`config.mk`:
```
export PLATFORM = sky130hd
export DESIGN_NAME = diff_line_token_codec_flat
export DESIGN_NICKNAME = d
export VERILOG_FILES = /design/src/rtl/dltc_pkg.sv /design/src/rtl/dltc_in_if.sv /design/src/rtl/dltc_out_if.sv /design/src/rtl/dltc_front.sv /design/src/rtl/dltc_queue.sv /design/src/rtl/dltc_back.sv /design/src/rtl/diff_line_token_codec.sv /design/src/flat_wrapper.sv
export SDC_FILE = /design/constraint.sdc
export NUM_CORES = 1
export LEC_CHECK = 0
export BUFFER_PORTS_ARGS = -buffer_cell sky130_fd_sc_hd__buf_2
export CAP_MARGIN = 20
export CORE_ASPECT_RATIO = 1.75
export CORE_MARGIN = 5
export CORE_UTILIZATION = 55
export DETAILED_ROUTE_END_ITERATION = 7
export GPL_TIMING_DRIVEN = 0
export PLACE_DENSITY = 0.72
export REMOVE_ABC_BUFFERS = 1
export SLEW_MARGIN = 20
export SYNTH_ARGS = -nofsm -noshare
export SYNTH_HDL_FRONTEND = slang
export SYNTH_SLANG_ARGS = --single-unit
```
`constraint.sdc`:
```
create_clock -name clk -period 6.1 [get_ports clk]
set_input_delay 0 -clock clk [delete_from_list [all_inputs] [get_ports clk]]
set_output_delay 0 -clock clk [all_outputs]
set_load 0.02 [all_outputs]
```
`src/rtl/dltc_pkg.sv`:
```
// ----------------------------------------------------------------------------
// dltc_pkg
// Shared types, codes and helpers for the diff line token codec.
// ----------------------------------------------------------------------------
package dltc_pkg;

  localparam int JOB_BYTES         = 5;
  localparam int JOB_CNT_W         = 3;
  localparam int DLTC_QUEUE_DEPTH  = 4;

  typedef enum logic [2:0] {
    MODE_W_ENC = 3'd0,
    MODE_C_ENC = 3'd1,
    MODE_X_ENC = 3'd2,
    MODE_B_ENC = 3'd3,
    MODE_W_DEC = 3'd4,
    MODE_C_DEC = 3'd5,
    MODE_X_DEC = 3'd6,
    MODE_B_DEC = 3'd7
  } mode_t;

  typedef enum logic [1:0] {
    ERR_NONE = 2'd0,
    ERR_CMD  = 2'd1,
    ERR_NL   = 2'd2,
    ERR_HEX  = 2'd3
  } err_t;

  // Line phase; the decoders read the same codes as: expect command /
  // turn spaces into newlines / copy to end of line (W, C), and
  // skip blanks / one digit held / discard rest of line (X, B).
  typedef enum logic [1:0] {
    PH_START   = 2'd0,
    PH_NEWLINE = 2'd1,
    PH_SPACE   = 2'd2,
    PH_WORD    = 2'd3
  } phase_t;

  localparam logic [7:0] CH_LF    = 8'h0A;
  localparam logic [7:0] CH_SPACE = 8'h20;
  localparam logic [7:0] CH_DEL   = 8'h7F;
  localparam logic [7:0] CH_COLON = 8'h3A;
  localparam logic [7:0] CH_N     = 8'h6E;
  localparam logic [7:0] CH_DOT   = 8'h2E;

  // Up to five output bytes caused by one input item
  typedef struct packed {
    logic [JOB_BYTES-1:0][7:0] bytes;
    logic [JOB_CNT_W-1:0]      count;
    err_t                      err;
  } job_t;

  function automatic logic [7:0] hex_char(input logic [3:0] v);
    if (v < 4'd10) begin
      return 8'h30 + {4'd0, v};
    end
    return 8'h37 + {4'd0, v};
  endfunction

endpackage

```
`src/rtl/dltc_in_if.sv`:
```
// ----------------------------------------------------------------------------
// dltc_in_if
// Input channel: one stream byte or an end-of-stream mark per transaction.
// ----------------------------------------------------------------------------
interface dltc_in_if;
  logic       valid;
  logic       ready;
  logic [7:0] in_byte;
  logic       end_of_input;

  modport source (output valid, output in_byte, output end_of_input, input ready);
  modport sink   (input valid, input in_byte, input end_of_input, output ready);
endinterface

```
`src/rtl/dltc_out_if.sv`:
```
// ----------------------------------------------------------------------------
// dltc_out_if
// Output channel: one result byte with its last and error flags.
// ----------------------------------------------------------------------------
interface dltc_out_if;
  logic       valid;
  logic       ready;
  logic [7:0] out_byte;
  logic       last;
  logic [1:0] error;

  modport source (output valid, output out_byte, output last, output error, input ready);
  modport sink   (input valid, input out_byte, input last, input error, output ready);
endinterface

```
`src/rtl/dltc_front.sv`:
```
// ----------------------------------------------------------------------------
// dltc_front
// Takes input transactions, updates the line state and builds at most one
// job of output bytes per item.
// ----------------------------------------------------------------------------
module dltc_front
  import dltc_pkg::*;
(
  input  logic        clk,
  input  logic        rst,
  input  logic        cfg_wr_en,
  input  logic [2:0]  cfg_wr_data,
  dltc_in_if.sink     in_ch,
  input  logic        q_full,
  output logic        push,
  output job_t        push_job
);

  mode_t      mode;
  phase_t     phase;
  phase_t     phase_next;
  logic [3:0] first_digit;
  logic [3:0] first_digit_next;
  logic       halted;
  logic       halted_next;

  logic       accept;
  logic [7:0] b;
  logic       eoi;
  logic       b_ws;
  logic       b_lf;
  logic [4:0] hv;   // {valid, value}

  function automatic logic [4:0] hex_val(input logic [7:0] c);
    if (c >= 8'h30 && c <= 8'h39) return {1'b1, 4'(c - 8'h30)};
    if (c >= 8'h41 && c <= 8'h46) return {1'b1, 4'(c - 8'h37)};
    if (c >= 8'h61 && c <= 8'h66) return {1'b1, 4'(c - 8'h57)};
    return 5'd0;
  endfunction

  assign in_ch.ready = !q_full;
  assign accept      = in_ch.valid && !q_full;
  assign b           = in_ch.in_byte;
  assign eoi         = in_ch.end_of_input;
  assign b_lf        = (b == CH_LF);
  assign b_ws        = (b == CH_SPACE) || (b >= 8'h09 && b <= 8'h0D);
  assign hv          = hex_val(b);

  // Next state
  always_comb begin
    phase_next       = phase;
    first_digit_next = first_digit;
    halted_next      = halted;
    if (accept && !halted) begin
      if (eoi) begin
        phase_next       = PH_START;
        first_digit_next = 4'd0;
      end else begin
        case (mode)
          MODE_W_ENC, MODE_C_ENC: begin
            if (b_lf) phase_next = PH_NEWLINE;
            else if (b_ws) phase_next = PH_SPACE;
            else phase_next = (mode == MODE_C_ENC) ? PH_START : PH_WORD;
          end
          MODE_W_DEC, MODE_C_DEC: begin
            if (phase == PH_START) begin
              if (b == CH_COLON) phase_next = PH_SPACE;
              else if (b == CH_N) phase_next = PH_NEWLINE;
              else halted_next = 1'b1;
            end else if (phase == PH_NEWLINE) begin
              if (b_lf) phase_next = PH_START;
              else if (b != CH_SPACE) halted_next = 1'b1;
            end else begin
              if (b_lf) phase_next = PH_START;
            end
          end
          MODE_X_DEC, MODE_B_DEC: begin
            if (phase == PH_START) begin
              if (hv[4]) begin
                first_digit_next = hv[3:0];
                phase_next       = PH_NEWLINE;
              end else if (!b_ws) begin
                halted_next = 1'b1;
              end
            end else if (phase == PH_NEWLINE) begin
              first_digit_next = 4'd0;
              if (hv[4]) phase_next = PH_SPACE;
              else phase_next = b_lf ? PH_START : PH_SPACE;
            end else begin
              if (b_lf) phase_next = PH_START;
            end
          end
          default: ;  // hex dump modes keep no state
        endcase
      end
    end
  end

  // Job contents
  always_comb begin
    logic [JOB_CNT_W-1:0] n;
    err_t                 e;
    n        = '0;
    e        = ERR_NONE;
    push_job = '0;
    if (eoi) begin
      if ((mode == MODE_X_DEC || mode == MODE_B_DEC) && phase == PH_NEWLINE) begin
        push_job.bytes[n] = {4'd0, first_digit}; n = n + 1'b1;
      end
    end else begin
      case (mode)
        MODE_W_ENC, MODE_C_ENC: begin
          if (b_lf) begin
            if (phase == PH_NEWLINE) begin
              push_job.bytes[n] = CH_SPACE; n = n + 1'b1;
            end else begin
              if (phase != PH_START) begin
                push_job.bytes[n] = CH_LF; n = n + 1'b1;
              end
              push_job.bytes[n] = CH_N; n = n + 1'b1;
            end
          end else if (b_ws) begin
            if (phase == PH_NEWLINE) begin
              push_job.bytes[n] = CH_LF; n = n + 1'b1;
            end
            if (phase == PH_START || phase == PH_NEWLINE) begin
              push_job.bytes[n] = CH_COLON; n = n + 1'b1;
            end
            push_job.bytes[n] = b; n = n + 1'b1;
          end else begin
            if (phase == PH_NEWLINE || phase == PH_SPACE) begin
              push_job.bytes[n] = CH_LF; n = n + 1'b1;
            end
            if (phase != PH_WORD) begin
              push_job.bytes[n] = CH_COLON; n = n + 1'b1;
            end
            push_job.bytes[n] = b; n = n + 1'b1;
            if (mode == MODE_C_ENC) begin
              push_job.bytes[n] = CH_LF; n = n + 1'b1;
            end
          end
        end
        MODE_X_ENC, MODE_B_ENC: begin
          push_job.bytes[0] = hex_char(b[7:4]);
          push_job.bytes[1] = hex_char(b[3:0]);
          n = 3'd2;
          if (mode == MODE_X_ENC && b != CH_SPACE) begin
            push_job.bytes[2] = CH_SPACE;
            push_job.bytes[3] = (b > CH_SPACE && b < CH_DEL) ? b : CH_DOT;
            n = 3'd4;
          end
          push_job.bytes[n] = CH_LF; n = n + 1'b1;
        end
        MODE_W_DEC, MODE_C_DEC: begin
          if (phase == PH_START) begin
            if (b == CH_N) begin
              push_job.bytes[n] = CH_LF; n = n + 1'b1;
            end else if (b != CH_COLON) begin
              e = ERR_CMD;
            end
          end else if (phase == PH_NEWLINE) begin
            if (b == CH_SPACE) begin
              push_job.bytes[n] = CH_LF; n = n + 1'b1;
            end else if (!b_lf) begin
              e = ERR_NL;
            end
          end else if (!b_lf) begin
            push_job.bytes[n] = b; n = n + 1'b1;
          end
        end
        MODE_X_DEC, MODE_B_DEC: begin
          if (phase == PH_START) begin
            if (!hv[4] && !b_ws) e = ERR_HEX;
          end else if (phase == PH_NEWLINE) begin
            push_job.bytes[n] = hv[4] ? {first_digit, hv[3:0]} : {4'd0, first_digit};
            n = n + 1'b1;
          end
        end
        default: ;
      endcase
    end
    if (e != ERR_NONE) begin
      push_job.bytes = '0;
      n              = 3'd1;
    end
    push_job.count = n;
    push_job.err   = e;
    push           = accept && !halted && (n != '0);
  end

  always_ff @(posedge clk) begin
    if (rst) begin
      mode        <= MODE_W_ENC;
      phase       <= PH_START;
      first_digit <= 4'd0;
      halted      <= 1'b0;
    end else begin
      if (cfg_wr_en) mode <= mode_t'(cfg_wr_data);
      phase       <= phase_next;
      first_digit <= first_digit_next;
      halted      <= halted_next;
    end
  end

endmodule

```
`src/rtl/dltc_queue.sv`:
```
// ----------------------------------------------------------------------------
// dltc_queue
// Short job queue between the front and the back end.
// ----------------------------------------------------------------------------
module dltc_queue
  import dltc_pkg::*;
#(
  parameter int DEPTH = DLTC_QUEUE_DEPTH
) (
  input  logic clk,
  input  logic rst,
  input  logic push,
  input  job_t push_job,
  output logic full,
  input  logic pop,
  output job_t pop_job,
  output logic empty
);

  localparam int PTR_W = (DEPTH > 1) ? $clog2(DEPTH) : 1;
  localparam int CNT_W = $clog2(DEPTH + 1);

  job_t             store [DEPTH];
  logic [PTR_W-1:0] wr_ptr;
  logic [PTR_W-1:0] rd_ptr;
  logic [CNT_W-1:0] count;

  assign full    = (count == CNT_W'(DEPTH));
  assign empty   = (count == '0);
  assign pop_job = store[rd_ptr];

  always_ff @(posedge clk) begin
    if (push) store[wr_ptr] <= push_job;
  end

  always_ff @(posedge clk) begin
    if (rst) begin
      wr_ptr <= '0;
      rd_ptr <= '0;
      count  <= '0;
    end else begin
      if (push) wr_ptr <= (wr_ptr == PTR_W'(DEPTH - 1)) ? '0 : wr_ptr + 1'b1;
      if (pop)  rd_ptr <= (rd_ptr == PTR_W'(DEPTH - 1)) ? '0 : rd_ptr + 1'b1;
      case ({push, pop})
        2'b10:   count <= count + 1'b1;
        2'b01:   count <= count - 1'b1;
        default: count <= count;
      endcase
    end
  end

endmodule

```
`src/rtl/dltc_back.sv`:
```
// ----------------------------------------------------------------------------
// dltc_back
// Serialises each job into output transactions, one byte per cycle while
// out_ch is ready, through a registered output stage.
// ----------------------------------------------------------------------------
module dltc_back
  import dltc_pkg::*;
(
  input  logic        clk,
  input  logic        rst,
  input  logic        q_empty,
  input  job_t        q_job,
  output logic        pop,
  dltc_out_if.source  out_ch
);

  job_t                 work;
  logic                 work_valid;
  logic [JOB_CNT_W-1:0] idx;
  logic                 at_end;
  logic                 out_load;
  logic                 work_done;

  assign at_end    = (idx == work.count - 1'b1);
  assign out_load  = work_valid && (!out_ch.valid || out_ch.ready);
  assign work_done = out_load && at_end;
  assign pop       = !q_empty && (!work_valid || work_done);

  always_ff @(posedge clk) begin
    if (pop) work <= q_job;
  end

  always_ff @(posedge clk) begin
    if (rst) begin
      work_valid <= 1'b0;
      idx        <= '0;
    end else if (pop) begin
      work_valid <= 1'b1;
      idx        <= '0;
    end else if (work_done) begin
      work_valid <= 1'b0;
    end else if (out_load) begin
      idx <= idx + 1'b1;
    end
  end

  always_ff @(posedge clk) begin
    if (rst) begin
      out_ch.valid <= 1'b0;
    end else if (out_load) begin
      out_ch.valid <= 1'b1;
    end else if (out_ch.ready) begin
      out_ch.valid <= 1'b0;
    end
  end

  always_ff @(posedge clk) begin
    if (out_load) begin
      out_ch.out_byte <= work.bytes[idx];
      out_ch.last     <= at_end;
      out_ch.error    <= work.err;
    end
  end

endmodule

```
`src/rtl/diff_line_token_codec.sv`:
```
// ----------------------------------------------------------------------------
// diff_line_token_codec
// Byte-stream codec that splits text into diff-friendly lines, dumps bytes
// as hex, and undoes both; errors halt the block until reset.
// ----------------------------------------------------------------------------
//
//  Channel  Direction  Payload                         Transaction rule
//  -------  ---------  ------------------------------  -------------------------
//  in_ch    sink       in_byte[7:0], end_of_input      valid & ready at clk edge
//  out_ch   source     out_byte[7:0], last, error[1:0] valid & ready at clk edge
//  cfg      write      cfg_wr_en, cfg_wr_data[2:0]     cfg_wr_en at clk edge
//
//  An input transaction is taken every cycle while the job queue has room;
//  the front decides all of an item's output bytes in that same cycle.
//  The back end sends one output byte per cycle while out_ch is ready; an
//  item has 0 to 5 result bytes (5 for any byte other than a space in mode
//  x), while in_ch takes at most one item per cycle.
//  A result passes through the queue, the work register and the output
//  register before it reaches out_ch. A stalled out_ch fills the queue
//  (QUEUE_DEPTH jobs), then in_ch.ready drops. Reset is synchronous: mode w,
//  line state cleared, queue and output stage empty.
//
module diff_line_token_codec
  import dltc_pkg::*;
#(
  parameter int QUEUE_DEPTH = DLTC_QUEUE_DEPTH
) (
  input  logic        clk,
  input  logic        rst,
  input  logic        cfg_wr_en,
  input  logic [2:0]  cfg_wr_data,
  dltc_in_if.sink     in_ch,
  dltc_out_if.source  out_ch
);

  // Front to queue
  logic push;
  job_t push_job;
  logic q_full;

  // Queue to back end
  logic q_pop;
  job_t q_job;
  logic q_empty;

  // Classify each item and build its job; hold the mode register here
  dltc_front u_front (
    .clk         (clk),
    .rst         (rst),
    .cfg_wr_en   (cfg_wr_en),
    .cfg_wr_data (cfg_wr_data),
    .in_ch       (in_ch),
    .q_full      (q_full),
    .push        (push),
    .push_job    (push_job)
  );

  // Decouple the two sides so that each may stall on its own
  dltc_queue #(
    .DEPTH (QUEUE_DEPTH)
  ) u_queue (
    .clk      (clk),
    .rst      (rst),
    .push     (push),
    .push_job (push_job),
    .full     (q_full),
    .pop      (q_pop),
    .pop_job  (q_job),
    .empty    (q_empty)
  );

  // Drain jobs byte by byte into the output register
  dltc_back u_back (
    .clk     (clk),
    .rst     (rst),
    .q_empty (q_empty),
    .q_job   (q_job),
    .pop     (q_pop),
    .out_ch  (out_ch)
  );

  // Never write into a full queue
  a_no_overflow: assert property (@(posedge clk) disable iff (rst)
    push |-> !q_full)
    else $error("job pushed into a full queue");

  // Never take a job from an empty queue
  a_no_underflow: assert property (@(posedge clk) disable iff (rst)
    q_pop |-> !q_empty)
    else $error("job popped from an empty queue");

  // An error result stands alone: zero byte and the last flag
  a_error_alone: assert property (@(posedge clk) disable iff (rst)
    (out_ch.valid && out_ch.error != ERR_NONE) |-> (out_ch.last && out_ch.out_byte == 8'd0))
    else $error("error result without last or with a non-zero byte");

endmodule

```
`src/flat_wrapper.sv`:
```
// flat-port wrapper written by rule: the top's interface ports become plain ports
module diff_line_token_codec_flat import dltc_pkg::*;
#(
  parameter int QUEUE_DEPTH = DLTC_QUEUE_DEPTH
)
  (clk, rst, cfg_wr_en, cfg_wr_data, in_ch_valid, in_ch_in_byte, in_ch_end_of_input, in_ch_ready, out_ch_valid, out_ch_out_byte, out_ch_last, out_ch_error, out_ch_ready);
  dltc_in_if in_ch_i ();
  dltc_out_if out_ch_i ();
  input  logic clk;
  input  logic rst;
  input  logic cfg_wr_en;
  input  logic [2:0] cfg_wr_data;
  input wire logic [$bits(in_ch_i.valid)-1:0] in_ch_valid;
  input wire logic [$bits(in_ch_i.in_byte)-1:0] in_ch_in_byte;
  input wire logic [$bits(in_ch_i.end_of_input)-1:0] in_ch_end_of_input;
  output wire logic [$bits(in_ch_i.ready)-1:0] in_ch_ready;
  output wire logic [$bits(out_ch_i.valid)-1:0] out_ch_valid;
  output wire logic [$bits(out_ch_i.out_byte)-1:0] out_ch_out_byte;
  output wire logic [$bits(out_ch_i.last)-1:0] out_ch_last;
  output wire logic [$bits(out_ch_i.error)-1:0] out_ch_error;
  input wire logic [$bits(out_ch_i.ready)-1:0] out_ch_ready;
  assign in_ch_i.valid = in_ch_valid;
  assign in_ch_i.in_byte = in_ch_in_byte;
  assign in_ch_i.end_of_input = in_ch_end_of_input;
  assign in_ch_ready = in_ch_i.ready;
  assign out_ch_valid = out_ch_i.valid;
  assign out_ch_out_byte = out_ch_i.out_byte;
  assign out_ch_last = out_ch_i.last;
  assign out_ch_error = out_ch_i.error;
  assign out_ch_i.ready = out_ch_ready;
  diff_line_token_codec #(.QUEUE_DEPTH(QUEUE_DEPTH)) u_core (.clk(clk), .rst(rst), .cfg_wr_en(cfg_wr_en), .cfg_wr_data(cfg_wr_data), .in_ch(in_ch_i), .out_ch(out_ch_i));
endmodule
```
======== After elaboration in Yosys (flattened, before gate mapping) ========
Memory sizes are Yosys's and may differ from the RTL's. A register that Yosys moved wholly into a read port is not among the register bits.
Index checks and enable logic that the tools add are counted.
storage, ports and cells
  ROM bits ................................ 0
  output and inout bits ................... 13
  RAM bits ................................ 180
  bits of input ports ..................... 17
  latch bits .............................. 0
  flip-flop bits (word level) ............. 33
  memories kept ........................... 1
cells by class
  reductions and logical operators ........ 56
  bitwise gates (word level) .............. 17
  add/sub/neg operators ................... 20
  div/mod/pow operators ................... 0
  $lt $le $gt $ge ......................... 27
  shifts and indexed selects .............. 0
  multipliers ............................. 0
  equal/unequal tests ..................... 33
  mux-type cells .......................... 181
memories
  name                  words  width  read ports  clocked after Yosys merged registers in  wr ports  RTL line          text
  u_core.u_queue.store  4      45     1           1                                        1         dltc_queue.sv:23  job_t store [DEPTH];
operators with widths
  cell                 number
  $mux 40              14
  $mux 8               37
  $demux 8 s3          7
  $mux 3               34
  $bwmux 40            2
  $mux 32              2
  $pmux 32 s2          1
  $not 30->30          2
  $mux 16              3
  $mux 4               11
  $mux 2               21
  $and 4x20->20        2
  $not 20->20          2
  $or 4x20->20         2
  $mux 1               36
  $lt 3x4->1 const B   8
  $pmux 8 s4           1
  $and 24x30->30       1
  $and 30x30->30       1
  $mux 5               6
  $add 6x4->7 const A  4
  $add 3x1->3 const B  9
  $or 5x25->25         1
  $bmux 8 s3           1
  50 further kinds     126

======== Longest topological paths before layout ========
  word-level depth ........................ 26
  depth in mapped cells ................... 20

======== By module ========
From an unflattened synthesis, not the netlist that was laid out.
unflattened totals
  cell total of the unflattened synthesis .. 806
  area total of the unflattened synthesis .. 11964.0 um^2
by module, submodules not included
  module      instances  cells an instance  area an instance (um^2)
  dltc_queue  1          283                7001.7
  dltc_front  1          396                2602.5
  dltc_back   1          127                2359.8

======== Worst setup path after synthesis ========
Ideal clock, no wire load.
  kind .................................... reg-to-reg
  from .................................... register, netlist name u_core.u_back.work[2]
  to ...................................... register u_core.u_queue.count[2]
  data arrival time ....................... 3.741 ns
  clock period less this slack ............ 3.812 ns
  setup slack ............................. 2.288 ns
  library setup time ...................... 0.071 ns
  stages on the path, launching flop included .. 14
  path buffers ............................ 0
  path through ............................ edfxtp_1 > inv_1 > ha_1 > xor2_1 > xnor2_1 > nand3_1 > o21ai_0 > o31a_1 > ha_1 > inv_1 > fa_1 > xor2_1 > or3_1 > a21oi_1
between the ends
  word-level cells in the longest chain between the ends .. 7
  elaborated cells between the ends (all ways) .. 9
RTL lines
  item                                             RTL line                     text
  $sub 3x1->3 *                                    dltc_back.sv:24              assign at_end = (idx == work.count - 1'b1);
  $eq 3x3->1 *                                     dltc_back.sv:24
  $logic_and 1x1->1 *                              dltc_back.sv:26              assign work_done = out_load && at_end;
  $logic_or 1x1->1 *                               dltc_back.sv:27              assign pop = !q_empty && (!work_valid || work_done);
  $logic_and 1x1->1 *                              dltc_back.sv:27
  via u_core.q_pop                                 diff_line_token_codec.sv:42  logic q_pop;
  $eq 2x1->1 or $eq 2x2->1 (tied branches)         dltc_queue.sv:44             case ({push, pop})
  $pmux 3 s2 or $reduce_bool 2->1 (tied branches)  n/a
  end signal: assignment                           dltc_queue.sv:45             2'b10: count <= count + 1'b1;
  end signal: assignment                           dltc_queue.sv:46             2'b01: count <= count - 1'b1;
  end signal: assignment                           dltc_queue.sv:47             default: count <= count;
  end: declaration                                 dltc_queue.sv:26             logic [CNT_W-1:0] count;
The timed path passes the listed nets; every way through them passes the cells marked *.
A chain may end at the register's enable or synchronous reset.

======== Worst setup path after layout ========
  from .................................... register u_core.u_front.phase[1]
  to ...................................... register u_core.u_queue.count[2]
between the ends
  word-level cells in the longest chain between the ends .. 25
  elaborated cells between the ends (all ways) .. 62
RTL lines
  item                                             RTL line           text
  start: declaration                               dltc_front.sv:20   phase_t phase;
  start signal: assignment                         dltc_front.sv:199  phase <= phase_next;
  $eq 2x1->1 or $eq 2x2->1 (tied branches)         n/a
  $logic_or 1x1->1                                 dltc_front.sv:131  if (phase == PH_NEWLINE || phase == PH_SPACE) begin
  $mux 1                                           dltc_front.sv:131
  $mux 3                                           dltc_front.sv:122  end else if (b_ws) begin
  $mux 3                                           dltc_front.sv:113  if (b_lf) begin
  $mux 3                                           dltc_front.sv:111  case (mode)
  $mux 3                                           dltc_front.sv:106  if (eoi) begin
  $add 3x1->3                                      dltc_front.sv:135  push_job.bytes[n] = CH_COLON; n = n + 1'b1;
  [9 not listed]                                   n/a
  $mux 3                                           dltc_front.sv:113
  $pmux 3 s4                                       dltc_front.sv:111
  $mux 3                                           dltc_front.sv:106
  $mux 3 *                                         dltc_front.sv:182  if (e != ERR_NONE) begin
  $reduce_bool 3->1 *                              dltc_front.sv:188  push = accept && !halted && (n != '0);
  $logic_and 1x1->1 *                              dltc_front.sv:188
  $eq 2x1->1 or $eq 2x2->1 (tied branches)         dltc_queue.sv:44
  $pmux 3 s2 or $reduce_bool 2->1 (tied branches)  n/a
Every way passes the cells marked *; elsewhere a longest branch is shown, timed or not. The select of a mux whose other input is x is not followed.

==> reports/metrics.yaml <==
hold_path:
  worstHoldStart: "in_ch_valid"
  hp-class: "input port to flip-flop"
yosys:
  synth_top_area_share_pct: 58.37
  synthFlopType: "edfxtp_1"
  synth-seq-cells: 223
  synth.largest_area_cell: "edfxtp_1"
  ys_warn_count: 0
  synth-edff-count: 201
  synth_cells: 742
  yosysUniqueCellTypes: 72
  synth_area_um2: 10340
  async_flop_share_pct: 0
  ys_seq_area_share_pct: 62.63
  synth_area_leaders: "edfxtp_1 (58%), mux4_2 (10%), dfxtp_1 (4.3%)"
  syn-mean-instance-area_um2: 13.94
setup_path:
  cp_cell_sequence: "inv_1 -> ha_1 -> or2_2 -> a31oi_1 -> nand3b_1 -> a21oi_1 -> or3_1 -> a21oi_1 -> or2_1 -> inv_1 -> ha_1 -> inv_1 -> fa_1 -> xor2_1 -> or3_1 -> a21oi_1"
  cp_slowest_cell: "ha_1"
  r2r_start: "u_core.u_front.phase[1]$_SDFFE_PP0P_"
  cp-startpoint: "u_core.u_front.phase[1]$_SDFFE_PP0P_"
  path_delay_family: "simple AND/OR/NAND/NOR gates"
  cp_max_fo: 24
  slowest_delay_ps: 560
  cp_data_arrival_time_ps: 5140
  required_ps: 6520
  path_buf_inv: 3
  cp-end-kind: "flip-flop"
  path_class: "flip-flop to flip-flop"
  worstSetupStartpointType: "flip-flop"
job:
  drv_cap: 0
pwr:
  clkPwrFrac_pct: 28.4
  switching_share_pct: 27.97
  seq_power_share_pct: 48.2
  p_switching_mw: 1.239
  power.leakage_nw: 3.944
  p_comb_share_pct: 23.4
  power.density_nw_per_um2: 383.7
  internal-power_mw: 3.190
  vdd_drop_max_uv: 336.1
layout:
  multi_input_area_um2: 3600
  ff_latch_area_um2: 6481
  fillCellCount: 1392
  antenna_cells: 0
  synthToLayoutAreaGrowth_pct: 11.62
  nets: 809
  drive_gt1_share_pct: 17.77
  stdcell_area_um2: 11540
drt:
  drt-total-wl_mm: 25.19
  dr.max_layer_used: "met4"
  wl_per_cell_um: 24.69
  wl_met3_mm: 1.264
  viasPerCell: 6.377
  drc_errors: 0
  ant_nets: 0
  m1WireLength_mm: 9.155
  drt_iter0_markers: 604
  vias: 6505
  wl_met2_mm: 13.53
  dr.pass1.iters: 5
clocking:
  root_buffer: "clkbuf_16"
  cts_sinks: 223
  path_clk_slew_ps: 60
  cts_tree: "yes"
  post_cts_buffers: 0
  clk_path_buf_depth: 3
  cts_resized: 0
  cts_hold_buf: 12
  cts_max_level: 1
  cts_buffers: 21
  clk_latency_ps: 490
global_route:
  overflow: 0
  grt_pass1_wl_mm: 38.86
  grt_pass1_vias: 6751
  grt_max_degree: 34
  grt_use_total_pct: 23.64
  antenna_found_initial: 0
floorplan:
  dieArea_um2: 21750
  rows: 66
  initial_core_util_pct: 55.65
  coreArea_um2: 18580
  die_x_um: 113.6
  ios: 30
  dieHeight_um: 191.4
sta:
  hold_viol: 0
  finalSetupViolCount: 0
  max_freq_ghz: 0.2118
  setup_tns_ps: 0
  min_period_ps: 4721
  relSlewSlack_pct: 32.47
  fin_skew_ps: 17.13
  rsz0062_at_grt: "false"
  worst_pin_slew_ps: 1013
  final.period_utilization_pct: 77.39
  drv_slew: 0
status:
  outcome: "completed"
placement:
  place_area_um2: 10760
  dpl.hpwl_mm: 17.74
  gp_congestion: 0.9848
  port_buffers: 29
-- metal layers --
metal	GRT usage, %	up-vias
met5	0	-
met4	10.78	0
met3	2.851	72
met2	42.78	254
met1	27.78	3265
li1	-	2914
-- metrics by stage --
| step | utilization [%] | std cells | hold WS, ps | setup WS (ps) | power [mW] |
|---|---|---|---|---|---|
| 2_1_floorplan | - | 697 | 69.07 | 2289 | 2.838 |
| 3_3_place_gp | 56.99 | 964 | 236.8 | 679.1 | 3.118 |
| 3_5_place_dp | 57.92 | 972 | 240.9 | 1174 | 3.205 |
| 4_1_cts | 62.11 | 1020 | 24.38 | 1380 | 4.472 |
| 5_1_grt | 62.11 | 1020 | 75.87 | 1098 | 4.635 |
| 6_report | 62.11 | 1020 | 42.03 | 1379 | 4.429 |
-- state kept, by name, indices dropped and copies added (netlist names), 3 cells and up --
name	flops
u_core.u_back.idx	3
u_core.u_back.out_ch.out_byte	8
u_core.u_back.work	38
u_core.u_front.first_digit	4
u_core.u_front.mode	3
u_core.u_queue.count	3
u_core.u_queue.store	152
-- cells in the mapped netlist (5+ instances only) --
cell type	number
and2_1	16
and3_1	6
clkbuf_1	32
nor2b_1	14
edfxtp_1	201
or3_1	6
a21oi_1	44
mux2i_1	8
xor2_1	6
nand3_1	12
nand2b_1	9
nand2_1	53
or2_2	5
inv_1	20
a221oi_1	8
ha_1	22
buf_1	8
nor3_1	15
mux4_2	46
a211oi_1	9
a31oi_1	10
o21ai_0	27
nor2_1	56
dfxtp_1	22
-- power groups by stage --
| stage | registers, mW | clock network, mW | logic (mW) |
|---|---|---|---|
| 2_1_floorplan | 2.20 | 0 | 0.635 |
| 3_3_place_gp | 2.23 | 0 | 0.887 |
| 3_5_place_dp | 2.17 | 0 | 1.03 |
| 4_1_cts | 2.14 | 1.28 | 1.05 |
| 5_1_grt | 2.16 | 1.35 | 1.13 |
| 6_report | 2.13 | 1.26 | 1.04 |
-- worst reg2reg max path: cells and delay by family, from the launching register on --
kind / cells / cell delay (ps)
AOI/OAI and AO/OA: 4 / 900
xor gates and xnor gates: 1 / 180
adders and majority gates: 3 / 1210
buffers and inverters: 3 / 380
DFF: 1 / 520
and+or+nand+nor: 5 / 1460
-- cell usage in the layout (no fill, tap or decap), drive strengths merged, types with 6 or more instances in the layout --
cell type | synthesis | routed
a221oi | 8 | 8
or2 | 6 | 6
edfxtp | 201 | 201
and2 | 17 | 17
and3 | 6 | 6
ha | 22 | 22
dfxtp | 22 | 22
nand3 | 12 | 12
o21ai | 27 | 27
clkbuf | 32 | 23
mux2i | 8 | 8
mux4 | 46 | 46
nor2b | 14 | 14
a21oi | 44 | 44
nor3 | 15 | 15
nor2 | 56 | 56
or3 | 6 | 6
xor2 | 6 | 6
a31oi | 10 | 10
clkinv | 1 | 8
dlygate4sd3 | 0 | 12
nand2 | 54 | 54
a211oi | 9 | 9
nand2b | 9 | 9
inv | 20 | 23
buf | 13 | 37
-- worst paths after layout --
| check | endpoint | slack (ps) | cells after the start |
|---|---|---|---|
| worst min-delay path | u_core.u_front.first_digit[2]$_SDFFE_PP0P_ | 40 | 5 |
| worst min register to register | u_core.u_back.out_ch.error[1]$_DFFE_PP_ | 440 | 0 |
| worst max register to register | u_core.u_queue.count[2]$_SDFFE_PP0P_ | 1380 | 16 |
| worst max-delay path | u_core.u_queue.count[2]$_SDFFE_PP0P_ | 1380 | 16 |
-- logic make-up (layout without fill, tap and decap cells) --
| kind of cell | after synthesis | count (layout) | share of synthesized area [%] |
|---|---|---|---|
| flip-flops | 223 | 223 | 62.63 |
| AND/OR/NAND/NOR | 219 | 219 | 10.81 |
| AO/OA/AOI/OAI | 146 | 146 | 9.318 |
| buffers and inverters | 66 | 106 | 2.638 |
| multiplexers | 55 | 55 | 10.90 |
| adder cells (fa/ha/maj) | 23 | 23 | 2.856 |
| XOR/XNOR | 10 | 10 | 0.8470 |
-- area by class of cell --
type                            instances  area share [%]
Sequential cell                       223           56.16
Multi-Input combinational cell        453           31.19
Clock buffer                           23           4.618
Timing Repair Buffer                   49           3.675
Tap cell                              238           2.580
Clock inverter                         13           1.095
Inverter                               21          0.6830
(Power assumes the default switching activity.)
